`src/sv/arpns_pkg.sv`:
```
// shared constants, types and helper functions of the arpeggiator note selector
`default_nettype none
package arpns_pkg;
  localparam int MAX_HELD = 16;
  localparam int IDX_W = (MAX_HELD > 1) ? $clog2(MAX_HELD) : 1;
  localparam int CNT_W = $clog2(MAX_HELD + 1);
  localparam int MOD_W = $clog2(2 * MAX_HELD - 1);
  localparam int MAX_RESULTS = 16;
  localparam int RES_W = $clog2(MAX_RESULTS + 1);
  localparam int WORD_W = 32;
  localparam int WCNT_W = $clog2(WORD_W + 1);
  localparam int CFG_IDX_W = 2;

  localparam logic [WORD_W-1:0] SEED_FALLBACK = 32'h9E3779B9;
  localparam logic [6:0] DEFAULT_VEL = 7'd100;

  localparam logic [1:0] FUNC_ON = 2'd0;
  localparam logic [1:0] FUNC_OFF = 2'd1;
  localparam logic [1:0] FUNC_STEP = 2'd2;

  localparam logic [2:0] STYLE_PLAYED = 3'd0;
  localparam logic [2:0] STYLE_UP = 3'd1;
  localparam logic [2:0] STYLE_DOWN = 3'd2;
  localparam logic [2:0] STYLE_UPDOWN = 3'd3;
  localparam logic [2:0] STYLE_DOWNUP = 3'd4;
  localparam logic [2:0] STYLE_CONVERGE = 3'd5;
  localparam logic [2:0] STYLE_DIVERGE = 3'd6;
  localparam logic [2:0] STYLE_RANDOM = 3'd7;

  localparam logic [CFG_IDX_W-1:0] REG_STYLE = 2'd0;
  localparam logic [CFG_IDX_W-1:0] REG_OCTAVE = 2'd1;
  localparam logic [CFG_IDX_W-1:0] REG_CHORD = 2'd2;
  localparam logic [CFG_IDX_W-1:0] REG_SEED = 2'd3;

  typedef enum logic [4:0] {
    OP_NONE, OP_LATCH, OP_PTR_CLR, OP_PTR_INC, OP_SET_VEL, OP_APPEND, OP_INS_SHIFT,
    OP_INS_PUT, OP_SHIFT_A, OP_SHIFT_O, OP_DEC_CNT, OP_STEP_START, OP_STEP_IDX,
    OP_STEP_BASE, OP_CH_LOAD, OP_SCAN_INC, OP_VEL_HIT, OP_VEL_MISS, OP_EMIT, OP_FLUSH
  } dp_op_t;

  typedef enum logic [1:0] {ASEL_PTR, ASEL_PTR_P1, ASEL_SPTR} asel_t;
  typedef enum logic [1:0] {OSEL_PTR, OSEL_PTR_M1, OSEL_PTR_P1} osel_t;

  typedef struct packed {
    dp_op_t op;
    asel_t  asel;
    osel_t  osel;
  } dp_cmd_t;

  typedef struct packed {
    logic is_on;
    logic is_off;
    logic is_step;
    logic cnt_zero;
    logic cnt_full;
    logic ptr_at_cnt;
    logic ptr_last;
    logic a_match;
    logic o_match;
    logic ins_go;
    logic s_at_cnt;
    logic s_match;
    logic mod_busy;
    logic style_played;
    logic chord;
    logic emit_stall;
    logic flush_stall;
  } dp_stat_t;

  function automatic logic [WORD_W-1:0] xorshift32(input logic [WORD_W-1:0] w);
    logic [WORD_W-1:0] x;
    x = w;
    x = x ^ (x << 13);
    x = x ^ (x >> 17);
    x = x ^ (x << 5);
    return x;
  endfunction
endpackage
`default_nettype wire

```
`src/sv/arpns_channels.sv`:
```
// request, voice and configuration channel interfaces
`default_nettype none
interface arpns_midi_if;
  logic       valid;
  logic       ready;
  logic [1:0] func;
  logic [6:0] note;
  logic [6:0] velocity;
  modport source (output valid, func, note, velocity, input ready);
  modport sink (input valid, func, note, velocity, output ready);
endinterface

interface arpns_voice_if;
  logic       valid;
  logic       ready;
  logic [6:0] out_note;
  logic [6:0] out_velocity;
  logic       last_voice;
  modport source (output valid, out_note, out_velocity, last_voice, input ready);
  modport sink (input valid, out_note, out_velocity, last_voice, output ready);
endinterface

interface arpns_cfg_if;
  logic                           valid;
  logic                           ready;
  logic [arpns_pkg::CFG_IDX_W-1:0] index;
  logic [arpns_pkg::WORD_W-1:0]    data;
  modport source (output valid, index, data, input ready);
  modport sink (input valid, index, data, output ready);
endinterface
`default_nettype wire

```
`src/sv/arpeggiator_note_selector_core.sv`:
```
// top level of the arpeggiator note selector
// usage:
// - midi channel carries one request per item: note on, note off or step boundary
// - voice channel returns the voices of a step, last_voice set on the final one
// - cfg writes style, octave shift, chord mode, generator seed; user writes only while idle, unchecked by the block
// - one request is worked on at a time; midi ready is high only between requests
// - note on/off: the arrival table is scanned for the note, then each table is shifted
//   or inserted into by walks of one entry per cycle
// - step: the 32-bit remainder unit and the index pick, then the velocity lookup; chord
//   mode walks the held set with a lookup per voice
// - voices pass through a staging register and an output register, so a stalled
//   receiver only holds the controller when both are full
// - reset (synchronous, active high) empties the note table, clears the cursor,
//   loads the register defaults and seeds the generator; no clearing pass is needed
`default_nettype none
module arpeggiator_note_selector_core (
  input wire logic      clk,
  input wire logic      rst,
  arpns_midi_if.sink    midi,
  arpns_voice_if.source voice,
  arpns_cfg_if.sink     cfg
);
  arpns_pkg::dp_cmd_t  cmd;
  arpns_pkg::dp_stat_t stat;
  logic                req_ready;

  assign midi.ready = req_ready;

  arpns_ctrl u_ctrl (
    .clk       (clk),
    .rst       (rst),
    .req_valid (midi.valid),
    .req_ready (req_ready),
    .stat      (stat),
    .cmd       (cmd)
  );

  arpns_dp u_dp (
    .clk          (clk),
    .rst          (rst),
    .cmd          (cmd),
    .stat         (stat),
    .req_func     (midi.func),
    .req_note     (midi.note),
    .req_velocity (midi.velocity),
    .cfg          (cfg),
    .voice        (voice)
  );
endmodule
`default_nettype wire

```
`src/sv/arpns_mod.sv`:
```
// iterative restoring remainder unit, one dividend bit per cycle
`default_nettype none
module arpns_mod (
  input  wire logic                         clk,
  input  wire logic                         rst,
  input  wire logic                         start,
  input  wire logic [arpns_pkg::WORD_W-1:0] dividend,
  input  wire logic [arpns_pkg::MOD_W-1:0]  divisor,
  output logic                              busy,
  output logic [arpns_pkg::MOD_W-1:0]       rem
);
  logic [arpns_pkg::WCNT_W-1:0] cnt;
  logic [arpns_pkg::WORD_W-1:0] dvd;
  logic [arpns_pkg::MOD_W-1:0]  div;
  logic [arpns_pkg::MOD_W:0]    trial;
  logic [arpns_pkg::MOD_W:0]    diff;
  logic [arpns_pkg::MOD_W-1:0]  rem_next;

  always_comb begin
    trial = {rem, dvd[arpns_pkg::WORD_W-1]};
    diff = trial - {1'b0, div};
    if (trial >= {1'b0, div}) begin
      rem_next = diff[arpns_pkg::MOD_W-1:0];
    end else begin
      rem_next = trial[arpns_pkg::MOD_W-1:0];
    end
  end

  always_ff @(posedge clk) begin
    if (rst) begin
      busy <= 1'b0;
      cnt <= '0;
    end else if (start) begin
      busy <= 1'b1;
      cnt <= '0;
    end else if (busy) begin
      cnt <= cnt + 1'b1;
      if (cnt == arpns_pkg::WCNT_W'(arpns_pkg::WORD_W - 1)) begin
        busy <= 1'b0;
      end
    end
  end

  always_ff @(posedge clk) begin
    if (start) begin
      dvd <= dividend;
      div <= divisor;
      rem <= '0;
    end else if (busy) begin
      dvd <= dvd << 1;
      rem <= rem_next;
    end
  end
endmodule
`default_nettype wire

```
`src/sv/arpns_dp.sv`:
```
// datapath: note tables, pattern cursor, generator, voice staging and output register
`default_nettype none
module arpns_dp (
  input  wire logic                clk,
  input  wire logic                rst,
  input  wire arpns_pkg::dp_cmd_t  cmd,
  output arpns_pkg::dp_stat_t      stat,
  input  wire logic [1:0]          req_func,
  input  wire logic [6:0]          req_note,
  input  wire logic [6:0]          req_velocity,
  arpns_cfg_if.sink                cfg,
  arpns_voice_if.source            voice
);
  localparam int W = arpns_pkg::MOD_W + 1;

  logic [2:0]                     style;
  logic [2:0]                     oct_shift;
  logic                           chord_en;
  logic [arpns_pkg::WORD_W-1:0]   random_word;
  logic [arpns_pkg::CNT_W-1:0]    held_count;
  logic [7:0]                     pattern_position;
  logic [6:0]                     arrival_notes [arpns_pkg::MAX_HELD];
  logic [6:0]                     ordered_notes [arpns_pkg::MAX_HELD];
  logic [6:0]                     note_velocities [arpns_pkg::MAX_HELD];
  logic [1:0]                     func_lat;
  logic [6:0]                     note_lat;
  logic [6:0]                     vel_lat;
  logic [arpns_pkg::CNT_W-1:0]    ptr;
  logic [arpns_pkg::CNT_W-1:0]    sptr;
  logic signed [8:0]              delta;
  logic [6:0]                     cand;
  logic                           cand_ok;
  logic [6:0]                     target;
  logic [6:0]                     vvel;
  logic [6:0]                     pend_note;
  logic [6:0]                     pend_vel;
  logic                           pend_valid;
  logic [arpns_pkg::RES_W-1:0]    ecnt;
  logic                           out_valid;

  logic [arpns_pkg::CNT_W-1:0]    a_sel;
  logic [arpns_pkg::CNT_W-1:0]    o_sel;
  logic [arpns_pkg::IDX_W-1:0]    a_addr;
  logic [arpns_pkg::IDX_W-1:0]    o_addr;
  logic [6:0]                     a_rd;
  logic [6:0]                     vel_rd;
  logic [6:0]                     o_rd;
  logic [arpns_pkg::CNT_W:0]      ptr_p1;
  logic [6:0]                     pick_note;
  logic signed [8:0]              s1;
  logic signed [9:0]              oct_semis;
  logic signed [9:0]              s_out;
  logic                           emit_ok;
  logic                           out_free;
  logic                           out_load;
  logic [arpns_pkg::WORD_W-1:0]   rand_next;
  logic [arpns_pkg::WORD_W-1:0]   dividend;
  logic [W-1:0]                   nw;
  logic [W-1:0]                   nm1;
  logic [W-1:0]                   cyc;
  logic                           bounce;
  logic [W-1:0]                   m_sel;
  logic [W-1:0]                   p;
  logic [W-1:0]                   half;
  logic [W-1:0]                   mid;
  logic [W-1:0]                   hi_pick;
  logic [W-1:0]                   idx_calc;
  logic [W-1:0]                   p_inc;
  logic [7:0]                     pos_next;
  logic                           mod_busy;
  logic [arpns_pkg::MOD_W-1:0]    mod_rem;

  arpns_mod u_mod (
    .clk      (clk),
    .rst      (rst),
    .start    (cmd.op == arpns_pkg::OP_STEP_START),
    .dividend (dividend),
    .divisor  (m_sel[arpns_pkg::MOD_W-1:0]),
    .busy     (mod_busy),
    .rem      (mod_rem)
  );

  always_comb begin
    ptr_p1 = {1'b0, ptr} + 1'b1;
    case (cmd.asel)
      arpns_pkg::ASEL_PTR_P1: a_sel = ptr_p1[arpns_pkg::CNT_W-1:0];
      arpns_pkg::ASEL_SPTR:   a_sel = sptr;
      default:                a_sel = ptr;
    endcase
    case (cmd.osel)
      arpns_pkg::OSEL_PTR_M1: o_sel = ptr - 1'b1;
      arpns_pkg::OSEL_PTR_P1: o_sel = ptr_p1[arpns_pkg::CNT_W-1:0];
      default:                o_sel = ptr;
    endcase
    a_addr = a_sel[arpns_pkg::IDX_W-1:0];
    o_addr = o_sel[arpns_pkg::IDX_W-1:0];
    a_rd = arrival_notes[a_addr];
    vel_rd = note_velocities[a_addr];
    o_rd = ordered_notes[o_addr];
    pick_note = (style == arpns_pkg::STYLE_PLAYED) ? a_rd : o_rd;
    s1 = $signed({2'b00, o_rd}) + delta;
    oct_semis = $signed({{7{oct_shift[2]}}, oct_shift}) * 10'sd12;
    s_out = $signed({3'b000, cand}) + oct_semis;
    emit_ok = cand_ok && !s_out[9] && (s_out[8:7] == 2'b00)
              && (ecnt < arpns_pkg::RES_W'(arpns_pkg::MAX_RESULTS));
    out_free = !out_valid || voice.ready;
    out_load = pend_valid && (((cmd.op == arpns_pkg::OP_EMIT) && emit_ok)
                              || (cmd.op == arpns_pkg::OP_FLUSH));
  end

  always_comb begin
    rand_next = arpns_pkg::xorshift32(random_word);
    dividend = (style == arpns_pkg::STYLE_RANDOM) ? rand_next
               : arpns_pkg::WORD_W'(pattern_position);
    nw = W'(held_count);
    nm1 = nw - 1'b1;
    cyc = (nw << 1) - W'(2);
    bounce = nw > W'(2);
    if (((style == arpns_pkg::STYLE_UPDOWN) || (style == arpns_pkg::STYLE_DOWNUP)) && bounce) begin
      m_sel = cyc;
    end else begin
      m_sel = nw;
    end
    p = W'(mod_rem);
    half = p >> 1;
    mid = nm1 >> 1;
    hi_pick = mid + 1'b1 + half;
    case (style)
      arpns_pkg::STYLE_PLAYED, arpns_pkg::STYLE_UP: idx_calc = p;
      arpns_pkg::STYLE_DOWN: idx_calc = nm1 - p;
      arpns_pkg::STYLE_UPDOWN: idx_calc = (!bounce || (p < nw)) ? p : cyc - p;
      arpns_pkg::STYLE_DOWNUP: idx_calc = (!bounce || (p < nw)) ? nm1 - p : p - nm1;
      arpns_pkg::STYLE_CONVERGE: idx_calc = p[0] ? nm1 - half : half;
      arpns_pkg::STYLE_DIVERGE: begin
        if (p[0]) begin
          idx_calc = (hi_pick > nm1) ? nm1 : hi_pick;
        end else begin
          idx_calc = (half > mid) ? '0 : mid - half;
        end
      end
      default: idx_calc = p;
    endcase
    p_inc = p + 1'b1;
    pos_next = (p_inc == m_sel) ? 8'd0 : 8'(p_inc);
  end

  always_comb begin
    stat.is_on = (func_lat == arpns_pkg::FUNC_ON) && (vel_lat != 7'd0);
    stat.is_off = ((func_lat == arpns_pkg::FUNC_ON) || (func_lat == arpns_pkg::FUNC_OFF))
                  && !stat.is_on;
    stat.is_step = func_lat == arpns_pkg::FUNC_STEP;
    stat.cnt_zero = held_count == '0;
    stat.cnt_full = held_count >= arpns_pkg::CNT_W'(arpns_pkg::MAX_HELD);
    stat.ptr_at_cnt = ptr == held_count;
    stat.ptr_last = ptr_p1 >= {1'b0, held_count};
    stat.a_match = a_rd == note_lat;
    stat.o_match = o_rd == note_lat;
    stat.ins_go = (ptr != '0) && (o_rd > note_lat);
    stat.s_at_cnt = sptr == held_count;
    stat.s_match = a_rd == target;
    stat.mod_busy = mod_busy;
    stat.style_played = style == arpns_pkg::STYLE_PLAYED;
    stat.chord = chord_en;
    stat.emit_stall = emit_ok && pend_valid && !out_free;
    stat.flush_stall = pend_valid && !out_free;
  end

  assign cfg.ready = 1'b1;
  assign voice.valid = out_valid;

  always_ff @(posedge clk) begin
    if (rst) begin
      style <= arpns_pkg::STYLE_UP;
      oct_shift <= 3'd0;
      chord_en <= 1'b0;
      random_word <= arpns_pkg::SEED_FALLBACK;
      held_count <= '0;
      pattern_position <= 8'd0;
      ptr <= '0;
      sptr <= '0;
      pend_valid <= 1'b0;
      ecnt <= '0;
      out_valid <= 1'b0;
    end else begin
      if (cfg.valid) begin
        case (cfg.index)
          arpns_pkg::REG_STYLE:  style <= cfg.data[2:0];
          arpns_pkg::REG_OCTAVE: oct_shift <= cfg.data[2:0];
          arpns_pkg::REG_CHORD:  chord_en <= cfg.data[0];
          arpns_pkg::REG_SEED: begin
            random_word <= (cfg.data == '0) ? arpns_pkg::SEED_FALLBACK : cfg.data;
          end
          default: ;
        endcase
      end
      if (out_load) begin
        out_valid <= 1'b1;
      end else if (voice.ready) begin
        out_valid <= 1'b0;
      end
      case (cmd.op)
        arpns_pkg::OP_LATCH, arpns_pkg::OP_PTR_CLR: ptr <= '0;
        arpns_pkg::OP_PTR_INC, arpns_pkg::OP_SHIFT_A, arpns_pkg::OP_SHIFT_O: begin
          ptr <= ptr + 1'b1;
        end
        arpns_pkg::OP_APPEND: begin
          ptr <= held_count;
          held_count <= held_count + 1'b1;
          if (held_count == '0) begin
            pattern_position <= 8'd0;
          end
        end
        arpns_pkg::OP_INS_SHIFT: ptr <= ptr - 1'b1;
        arpns_pkg::OP_DEC_CNT: held_count <= held_count - 1'b1;
        arpns_pkg::OP_STEP_START: begin
          ecnt <= '0;
          if (style == arpns_pkg::STYLE_RANDOM) begin
            random_word <= rand_next;
            pattern_position <= pattern_position + 1'b1;
          end
        end
        arpns_pkg::OP_STEP_IDX: begin
          ptr <= arpns_pkg::CNT_W'(idx_calc);
          if (style != arpns_pkg::STYLE_RANDOM) begin
            pattern_position <= pos_next;
          end
        end
        arpns_pkg::OP_STEP_BASE: begin
          ptr <= '0;
          sptr <= '0;
        end
        arpns_pkg::OP_CH_LOAD: sptr <= '0;
        arpns_pkg::OP_SCAN_INC: sptr <= sptr + 1'b1;
        arpns_pkg::OP_EMIT: begin
          ptr <= ptr + 1'b1;
          if (emit_ok) begin
            pend_valid <= 1'b1;
            ecnt <= ecnt + 1'b1;
          end
        end
        arpns_pkg::OP_FLUSH: begin
          if (pend_valid) begin
            pend_valid <= 1'b0;
          end
        end
        default: ;
      endcase
    end
  end

  always_ff @(posedge clk) begin
    case (cmd.op)
      arpns_pkg::OP_LATCH: begin
        func_lat <= req_func;
        note_lat <= req_note;
        vel_lat <= req_velocity;
      end
      arpns_pkg::OP_SET_VEL: note_velocities[ptr[arpns_pkg::IDX_W-1:0]] <= vel_lat;
      arpns_pkg::OP_APPEND: begin
        arrival_notes[held_count[arpns_pkg::IDX_W-1:0]] <= note_lat;
        note_velocities[held_count[arpns_pkg::IDX_W-1:0]] <= vel_lat;
      end
      arpns_pkg::OP_INS_SHIFT: ordered_notes[ptr[arpns_pkg::IDX_W-1:0]] <= o_rd;
      arpns_pkg::OP_INS_PUT: ordered_notes[ptr[arpns_pkg::IDX_W-1:0]] <= note_lat;
      arpns_pkg::OP_SHIFT_A: begin
        arrival_notes[ptr[arpns_pkg::IDX_W-1:0]] <= a_rd;
        note_velocities[ptr[arpns_pkg::IDX_W-1:0]] <= vel_rd;
      end
      arpns_pkg::OP_SHIFT_O: ordered_notes[ptr[arpns_pkg::IDX_W-1:0]] <= o_rd;
      arpns_pkg::OP_STEP_BASE: begin
        delta <= $signed({2'b00, pick_note}) - $signed({2'b00, ordered_notes[0]});
        cand <= pick_note;
        cand_ok <= 1'b1;
        target <= pick_note;
        vvel <= vel_rd;
      end
      arpns_pkg::OP_CH_LOAD: begin
        target <= o_rd;
        cand <= s1[6:0];
        cand_ok <= !s1[8] && !s1[7];
      end
      arpns_pkg::OP_VEL_HIT: vvel <= vel_rd;
      arpns_pkg::OP_VEL_MISS: vvel <= arpns_pkg::DEFAULT_VEL;
      arpns_pkg::OP_EMIT: begin
        if (emit_ok) begin
          pend_note <= s_out[6:0];
          pend_vel <= vvel;
          if (pend_valid) begin
            voice.out_note <= pend_note;
            voice.out_velocity <= pend_vel;
            voice.last_voice <= 1'b0;
          end
        end
      end
      arpns_pkg::OP_FLUSH: begin
        if (pend_valid) begin
          voice.out_note <= pend_note;
          voice.out_velocity <= pend_vel;
          voice.last_voice <= 1'b1;
        end
      end
      default: ;
    endcase
  end

  a_count_bound: assert property (@(posedge clk) disable iff (rst)
    held_count <= arpns_pkg::CNT_W'(arpns_pkg::MAX_HELD))
    else $error("held count above table size");

  a_voice_cap: assert property (@(posedge clk) disable iff (rst)
    ecnt <= arpns_pkg::RES_W'(arpns_pkg::MAX_RESULTS))
    else $error("too many voices in one step");

  a_append_grows: assert property (@(posedge clk) disable iff (rst)
    cmd.op == arpns_pkg::OP_APPEND |=> held_count == $past(held_count) + 1'b1)
    else $error("append did not grow the table");

  a_no_overwrite: assert property (@(posedge clk) disable iff (rst)
    out_valid && !voice.ready |=> out_valid && $stable(voice.out_note))
    else $error("waiting voice overwritten");
endmodule
`default_nettype wire

```
`src/sv/arpns_ctrl.sv`:
```
// controller state machine sequencing table updates and step voices
`default_nettype none
module arpns_ctrl (
  input  wire logic                clk,
  input  wire logic                rst,
  input  wire logic                req_valid,
  output logic                     req_ready,
  input  wire arpns_pkg::dp_stat_t stat,
  output arpns_pkg::dp_cmd_t       cmd
);
  typedef enum logic [3:0] {
    S_IDLE, S_DECODE, S_SCAN, S_APPEND, S_INSERT, S_SHIFT_A, S_OSCAN, S_OSHIFT,
    S_STEP_START, S_STEP_WAIT, S_STEP_IDX, S_STEP_BASE, S_CH_LOAD, S_VSCAN, S_EMIT, S_FLUSH
  } state_t;

  state_t state;
  state_t state_next;

  assign req_ready = state == S_IDLE;

  always_comb begin
    cmd.op = arpns_pkg::OP_NONE;
    cmd.asel = arpns_pkg::ASEL_PTR;
    cmd.osel = arpns_pkg::OSEL_PTR;
    state_next = state;
    case (state)
      S_IDLE: begin
        if (req_valid) begin
          cmd.op = arpns_pkg::OP_LATCH;
          state_next = S_DECODE;
        end
      end
      S_DECODE: begin
        if (stat.is_on || stat.is_off) begin
          state_next = S_SCAN;
        end else if (stat.is_step && !stat.cnt_zero) begin
          state_next = S_STEP_START;
        end else begin
          state_next = S_IDLE;
        end
      end
      S_SCAN: begin
        if (stat.ptr_at_cnt) begin
          state_next = (stat.is_on && !stat.cnt_full) ? S_APPEND : S_IDLE;
        end else if (stat.a_match) begin
          if (stat.is_on) begin
            cmd.op = arpns_pkg::OP_SET_VEL;
            state_next = S_IDLE;
          end else begin
            state_next = S_SHIFT_A;
          end
        end else begin
          cmd.op = arpns_pkg::OP_PTR_INC;
        end
      end
      S_APPEND: begin
        cmd.op = arpns_pkg::OP_APPEND;
        state_next = S_INSERT;
      end
      S_INSERT: begin
        cmd.osel = arpns_pkg::OSEL_PTR_M1;
        if (stat.ins_go) begin
          cmd.op = arpns_pkg::OP_INS_SHIFT;
        end else begin
          cmd.op = arpns_pkg::OP_INS_PUT;
          state_next = S_IDLE;
        end
      end
      S_SHIFT_A: begin
        cmd.asel = arpns_pkg::ASEL_PTR_P1;
        if (stat.ptr_last) begin
          cmd.op = arpns_pkg::OP_PTR_CLR;
          state_next = S_OSCAN;
        end else begin
          cmd.op = arpns_pkg::OP_SHIFT_A;
        end
      end
      S_OSCAN: begin
        if (stat.o_match || stat.ptr_last) begin
          state_next = S_OSHIFT;
        end else begin
          cmd.op = arpns_pkg::OP_PTR_INC;
        end
      end
      S_OSHIFT: begin
        cmd.osel = arpns_pkg::OSEL_PTR_P1;
        if (stat.ptr_last) begin
          cmd.op = arpns_pkg::OP_DEC_CNT;
          state_next = S_IDLE;
        end else begin
          cmd.op = arpns_pkg::OP_SHIFT_O;
        end
      end
      S_STEP_START: begin
        cmd.op = arpns_pkg::OP_STEP_START;
        state_next = S_STEP_WAIT;
      end
      S_STEP_WAIT: begin
        if (!stat.mod_busy) begin
          state_next = S_STEP_IDX;
        end
      end
      S_STEP_IDX: begin
        cmd.op = arpns_pkg::OP_STEP_IDX;
        state_next = S_STEP_BASE;
      end
      S_STEP_BASE: begin
        cmd.op = arpns_pkg::OP_STEP_BASE;
        if (stat.chord) begin
          state_next = S_CH_LOAD;
        end else if (stat.style_played) begin
          state_next = S_EMIT;
        end else begin
          state_next = S_VSCAN;
        end
      end
      S_CH_LOAD: begin
        if (stat.ptr_at_cnt) begin
          state_next = S_FLUSH;
        end else begin
          cmd.op = arpns_pkg::OP_CH_LOAD;
          state_next = S_VSCAN;
        end
      end
      S_VSCAN: begin
        cmd.asel = arpns_pkg::ASEL_SPTR;
        if (stat.s_at_cnt) begin
          cmd.op = arpns_pkg::OP_VEL_MISS;
          state_next = S_EMIT;
        end else if (stat.s_match) begin
          cmd.op = arpns_pkg::OP_VEL_HIT;
          state_next = S_EMIT;
        end else begin
          cmd.op = arpns_pkg::OP_SCAN_INC;
        end
      end
      S_EMIT: begin
        if (!stat.emit_stall) begin
          cmd.op = arpns_pkg::OP_EMIT;
          state_next = stat.chord ? S_CH_LOAD : S_FLUSH;
        end
      end
      S_FLUSH: begin
        if (!stat.flush_stall) begin
          cmd.op = arpns_pkg::OP_FLUSH;
          state_next = S_IDLE;
        end
      end
      default: state_next = S_IDLE;
    endcase
  end

  always_ff @(posedge clk) begin
    if (rst) begin
      state <= S_IDLE;
    end else begin
      state <= state_next;
    end
  end
endmodule
`default_nettype wire
```
`src/flat_wrapper.sv`:
```
// flat-port wrapper written by rule: the top's interface ports become plain ports
module arpeggiator_note_selector_core_flat 
  (clk, rst, midi_valid, midi_func, midi_note, midi_velocity, midi_ready, voice_valid, voice_out_note, voice_out_velocity, voice_last_voice, voice_ready, cfg_valid, cfg_index, cfg_data, cfg_ready);
  arpns_midi_if midi_i ();
  arpns_voice_if voice_i ();
  arpns_cfg_if cfg_i ();
  input wire logic clk;
  input wire logic rst;
  input wire logic [$bits(midi_i.valid)-1:0] midi_valid;
  input wire logic [$bits(midi_i.func)-1:0] midi_func;
  input wire logic [$bits(midi_i.note)-1:0] midi_note;
  input wire logic [$bits(midi_i.velocity)-1:0] midi_velocity;
  output wire logic [$bits(midi_i.ready)-1:0] midi_ready;
  output wire logic [$bits(voice_i.valid)-1:0] voice_valid;
  output wire logic [$bits(voice_i.out_note)-1:0] voice_out_note;
  output wire logic [$bits(voice_i.out_velocity)-1:0] voice_out_velocity;
  output wire logic [$bits(voice_i.last_voice)-1:0] voice_last_voice;
  input wire logic [$bits(voice_i.ready)-1:0] voice_ready;
  input wire logic [$bits(cfg_i.valid)-1:0] cfg_valid;
  input wire logic [$bits(cfg_i.index)-1:0] cfg_index;
  input wire logic [$bits(cfg_i.data)-1:0] cfg_data;
  output wire logic [$bits(cfg_i.ready)-1:0] cfg_ready;
  assign midi_i.valid = midi_valid;
  assign midi_i.func = midi_func;
  assign midi_i.note = midi_note;
  assign midi_i.velocity = midi_velocity;
  assign midi_ready = midi_i.ready;
  assign voice_valid = voice_i.valid;
  assign voice_out_note = voice_i.out_note;
  assign voice_out_velocity = voice_i.out_velocity;
  assign voice_last_voice = voice_i.last_voice;
  assign voice_i.ready = voice_ready;
  assign cfg_i.valid = cfg_valid;
  assign cfg_i.index = cfg_index;
  assign cfg_i.data = cfg_data;
  assign cfg_ready = cfg_i.ready;
  arpeggiator_note_selector_core u_core (.clk(clk), .rst(rst), .midi(midi_i), .voice(voice_i), .cfg(cfg_i));
endmodule
```
`config.mk`:
```
export PLATFORM = sky130hd
export DESIGN_NAME = arpeggiator_note_selector_core_flat
export DESIGN_NICKNAME = d
export VERILOG_FILES = /design/src/sv/arpns_pkg.sv /design/src/sv/arpns_channels.sv /design/src/sv/arpeggiator_note_selector_core.sv /design/src/sv/arpns_mod.sv /design/src/sv/arpns_dp.sv /design/src/sv/arpns_ctrl.sv /design/src/flat_wrapper.sv
export SDC_FILE = /design/constraint.sdc
export NUM_CORES = 1
export LEC_CHECK = 0
export BUFFER_PORTS_ARGS = -buffer_cell sky130_fd_sc_hd__buf_2
export CAP_MARGIN = 20
export CORE_ASPECT_RATIO = 0.7
export CORE_UTILIZATION = 57
export CTS_CLUSTER_SIZE = 14
export DETAILED_ROUTE_END_ITERATION = 7
export PLACE_DENSITY = 0.79
export SKIP_LAST_GASP = 1
export SYNTH_ARGS = -nofsm -noshare
export SYNTH_HDL_FRONTEND = slang
export SYNTH_SLANG_ARGS = --single-unit
```
`constraint.sdc`:
```
create_clock -name clk -period 9.7 [get_ports clk]
set_input_delay 0.97 -clock clk [delete_from_list [all_inputs] [get_ports clk]]
set_output_delay 0.97 -clock clk [all_outputs]
set_load 0.1 [all_outputs]
```
==> run summary <==
status = complete, no violations
Worst-path clk slew = 60 ps
EDFF count, synth = 448
core area = 47100 sq um
clk_lat worst skew = 590 ps
Crit Path Category = register to register
Area Overhead vs Synth = 8.99%
Req. time, crit path = 9900 ps
Post-DP Area = 28500 sq um
Slew Limit Fails = 0
slew margin rel. = 0.294
Routed Antenna Nets = 0
WL met2 = 30.9 mm
R2R Path End = u_core.u_dp.ordered_notes[7][6]$_DFFE_PP_
fin crit share = 0.801
die height = 186 um
Final setup viols = 0
number of max-cap violations = 0
Final Net Count = 2646
cts bufs inserted = 48
Power Density = 260 nW/um^2
register area share after synthesis = 0.550
antenna violations before repair = 2
RR Startpoint = u_core.u_ctrl.state[2]$_SDFFE_PP0P_
Routability Congestion = 0.942
met1 WL = 31.8 mm
Yosys cell types = 92
VDD IR-drop max = 234 uV
largest family of logic cells by synthesized area = simple AND/OR/NAND/NOR gates
DRT iter0 DRCs = 2882
Synth Area in XOR/XNOR = 0.0493
met3 wire len = 8.26 mm
multiplexer share of the synthesized area = 0.0526
Yosys warnings = 0
CP startpoint kind = register
number of diodes = 0
# fillers = 3620
max layer used = met4
io pins = 73
cell count after synthesis = 2450
most frequent cells in the layout = edfxtp_1, nand2_1, nor2_1, a21oi_1, xnor2_1
setup tns final = 0 ps
Final Hold Vio Count = 0
share of layout cells above drive strength 1 = 0.108
area fraction in compound gates after synthesis = 0.132
dominant synthesized flop cell = edfxtp_1
detailed-route via count = 20200
Adder-Cell Fraction of Synth Area = 0.0489
largest net degree at the start of global routing = 64
#FFs+latches synth = 533
worst reg2reg path depth = 24
unrepaired setup endpoints after global routing = false
CTS tree = built
router iterations before antenna repair = 5
r2r setup slk = 1930 ps
post-cts repair resize count = 0
Post-Syn Area = 27500 sq um
worst-path fanout max = 21
crit path from = u_core.u_ctrl.state[2]$_SDFFE_PP0P_
crit path capture type = register
Total Wirelength = 72.7 mm
Starting Density = 0.585
overall track demand over capacity in global routing = 0.295
final instance area = 30000 sq um
IO Port Bufs = 71
Clock Tree Buf Depth = 3
Hold Crit Class = register to register
minimum clock period = 7770 ps
DP Wirelength = 51.0 mm
routed vias/inst = 6.45
CTS hold repair buffers = 0
Die Width = 265 um
WP data arrival = 7970 ps
DRC Markers = 0
die area = 49200 sq um
vias in the first global route = 19000
Avg Inst Size Synth = 11.2 sq um
first-pass GRT wire length = 111 mm
Post-Synth Simple-Gate Area = 0.133
clk_skew = 23.3 ps
Worst Hold Slack = 419 ps
Syn Nets = 2606
root buffer cell = clkbuf_16
Worst-Margin Slew = 1060 ps
CTS H-tree depth = 2
CP endpoint = u_core.u_dp.ordered_notes[7][6]$_DFFE_PP_
most common cell after layout, fill and taps aside = edfxtp_1
total gr overflow = 0
fmax = 129 MHz
routed len/inst = 23.2 um
Async SR Flop Fraction = 0
Sink Count = 533
total leakage power = 10.9 nW
setup bufs post-CTS = 0
FP Rows = 66
[state kept, by name (all words and copies together) (netlist names), 5 cells and up]
register,cells
u_core.u_dp.held_count,5
u_core.u_dp.vel_lat,7
u_core.u_dp.u_mod.rem,5
u_core.u_dp.ordered_notes,112
u_core.u_dp.pend_vel,7
u_core.u_dp.voice.out_velocity,7
u_core.u_dp.target,7
u_core.u_dp.pend_note,7
u_core.u_dp.u_mod.cnt,6
u_core.u_dp.voice.out_note,7
u_core.u_dp.u_mod.div,5
u_core.u_dp.vvel,7
u_core.u_dp.note_velocities,112
u_core.u_dp.sptr,5
u_core.u_dp.random_word,32
u_core.u_dp.pattern_position,8
u_core.u_dp.delta,8
u_core.u_dp.note_lat,7
u_core.u_dp.ptr,5
u_core.u_dp.cand,7
u_core.u_dp.ecnt,5
u_core.u_dp.arrival_notes,112
u_core.u_dp.u_mod.dvd,32
[worst max-delay path: stages, from the launching register on]
cell,delay [ps]
dfxtp_1,660
inv_1,190
nor2_1,340
nand2_1,270
ha_1,530
nor3_1,130
a21oi_4,760
buf_4,340
mux4_2,500
nor2b_1,160
a211oi_1,220
a21oi_1,120
inv_1,120
ha_1,230
nand4_1,70
nor2_1,120
a31oi_1,240
nand2_1,80
o21a_1,340
a2111o_1,460
nor4_2,160
buf_4,240
a211oi_1,70
buf_4,210
nor3_1,770
[cell type report]
cell class | count | area, sq um | area share
flip-flops and latches | 533 | 15200 | 0.505
multi-input cells | 1693 | 11500 | 0.383
clock buffers | 71 | 1310 | 0.0436
repair buffers | 130 | 833 | 0.0278
well taps | 612 | 766 | 0.0255
inverters | 84 | 315 | 0.0105
clock inverters | 17 | 136 | 0.00455
[synth_stat cells (34+ instances only)]
library cell | number | share of area
xnor2_1 | 93 | 0.030
a22oi_1 | 34 | 0.0093
o21ai_0 | 88 | 0.016
and3_1 | 41 | 0.0093
mux2i_1 | 57 | 0.021
dfxtp_1 | 85 | 0.062
nand3_1 | 49 | 0.0089
nor2_1 | 197 | 0.027
ha_1 | 90 | 0.041
edfxtp_1 | 448 | 0.49
inv_1 | 78 | 0.011
clkbuf_1 | 99 | 0.013
a21oi_1 | 157 | 0.029
xor2_1 | 62 | 0.020
nand2_1 | 340 | 0.046
[worst min path at each step]
stage                                                   from                                       to  cells past startpoint
after detailed placement   u_core.u_dp.vvel[0]$_SDFFCE_PP0P_        u_core.u_dp.pend_vel[0]$_DFFE_PP_                      0
final                     u_core.u_dp.pend_note[1]$_DFFE_PP_  u_core.u_dp.voice.out_note[1]$_DFFE_PP_                      0
after floorplan                u_core.u_dp.cand[0]$_DFFE_PP_       u_core.u_dp.pend_note[0]$_DFFE_PP_                      0
after CTS                      u_core.u_dp.cand[0]$_DFFE_PP_       u_core.u_dp.pend_note[0]$_DFFE_PP_                      0
after global routing       u_core.u_dp.vvel[1]$_SDFFCE_PP0P_        u_core.u_dp.pend_vel[1]$_DFFE_PP_                      0
after global placement    u_core.u_dp.pend_note[0]$_DFFE_PP_  u_core.u_dp.voice.out_note[0]$_DFFE_PP_                      0
[per-stage QoR]
stage | total power, mW | utilization | std cells | setup WS [ps]
3_3_place_gp | 5.86 | 0.605 | 3044 | 2070
5_1_grt | 8.17 | 0.637 | 3140 | 1340
3_5_place_dp | 5.95 | 0.605 | 3044 | 1830
6_report | 7.81 | 0.637 | 3140 | 1930
4_1_cts | 7.75 | 0.635 | 3132 | 1760
2_1_floorplan | 5.05 | - | 2450 | 2950
[kinds of logic (layout without fill, tap and decap cells)]
family / after synthesis / in the layout
AOI/OAI and AO/OA: 538 / 538
xor gates and xnor gates: 155 / 155
adders and majority gates: 101 / 101
buffers and inverters: 224 / 302
DFF: 533 / 533
muxes: 105 / 105
other: 1 / 1
and+or+nand+nor: 793 / 793
[power breakdown]
group          total, mW  switching (mW)  internal [mW]  leakage [nW]
Clock               1.82           0.830          0.988         0.698
Combinational       3.10            2.02           1.08          5.46
Sequential          2.90           0.107           2.79          4.73
Total               7.81            2.95           4.86          10.9
[routing by layer]
metal / vias to the layer above / track usage
met1: 9797 / 0.447
met2: 1173 / 0.433
met5: - / 0
li1: 9121 / -
met3: 148 / 0.0623
met4: 0 / 0.0761
(Power assumes the default switching activity.)
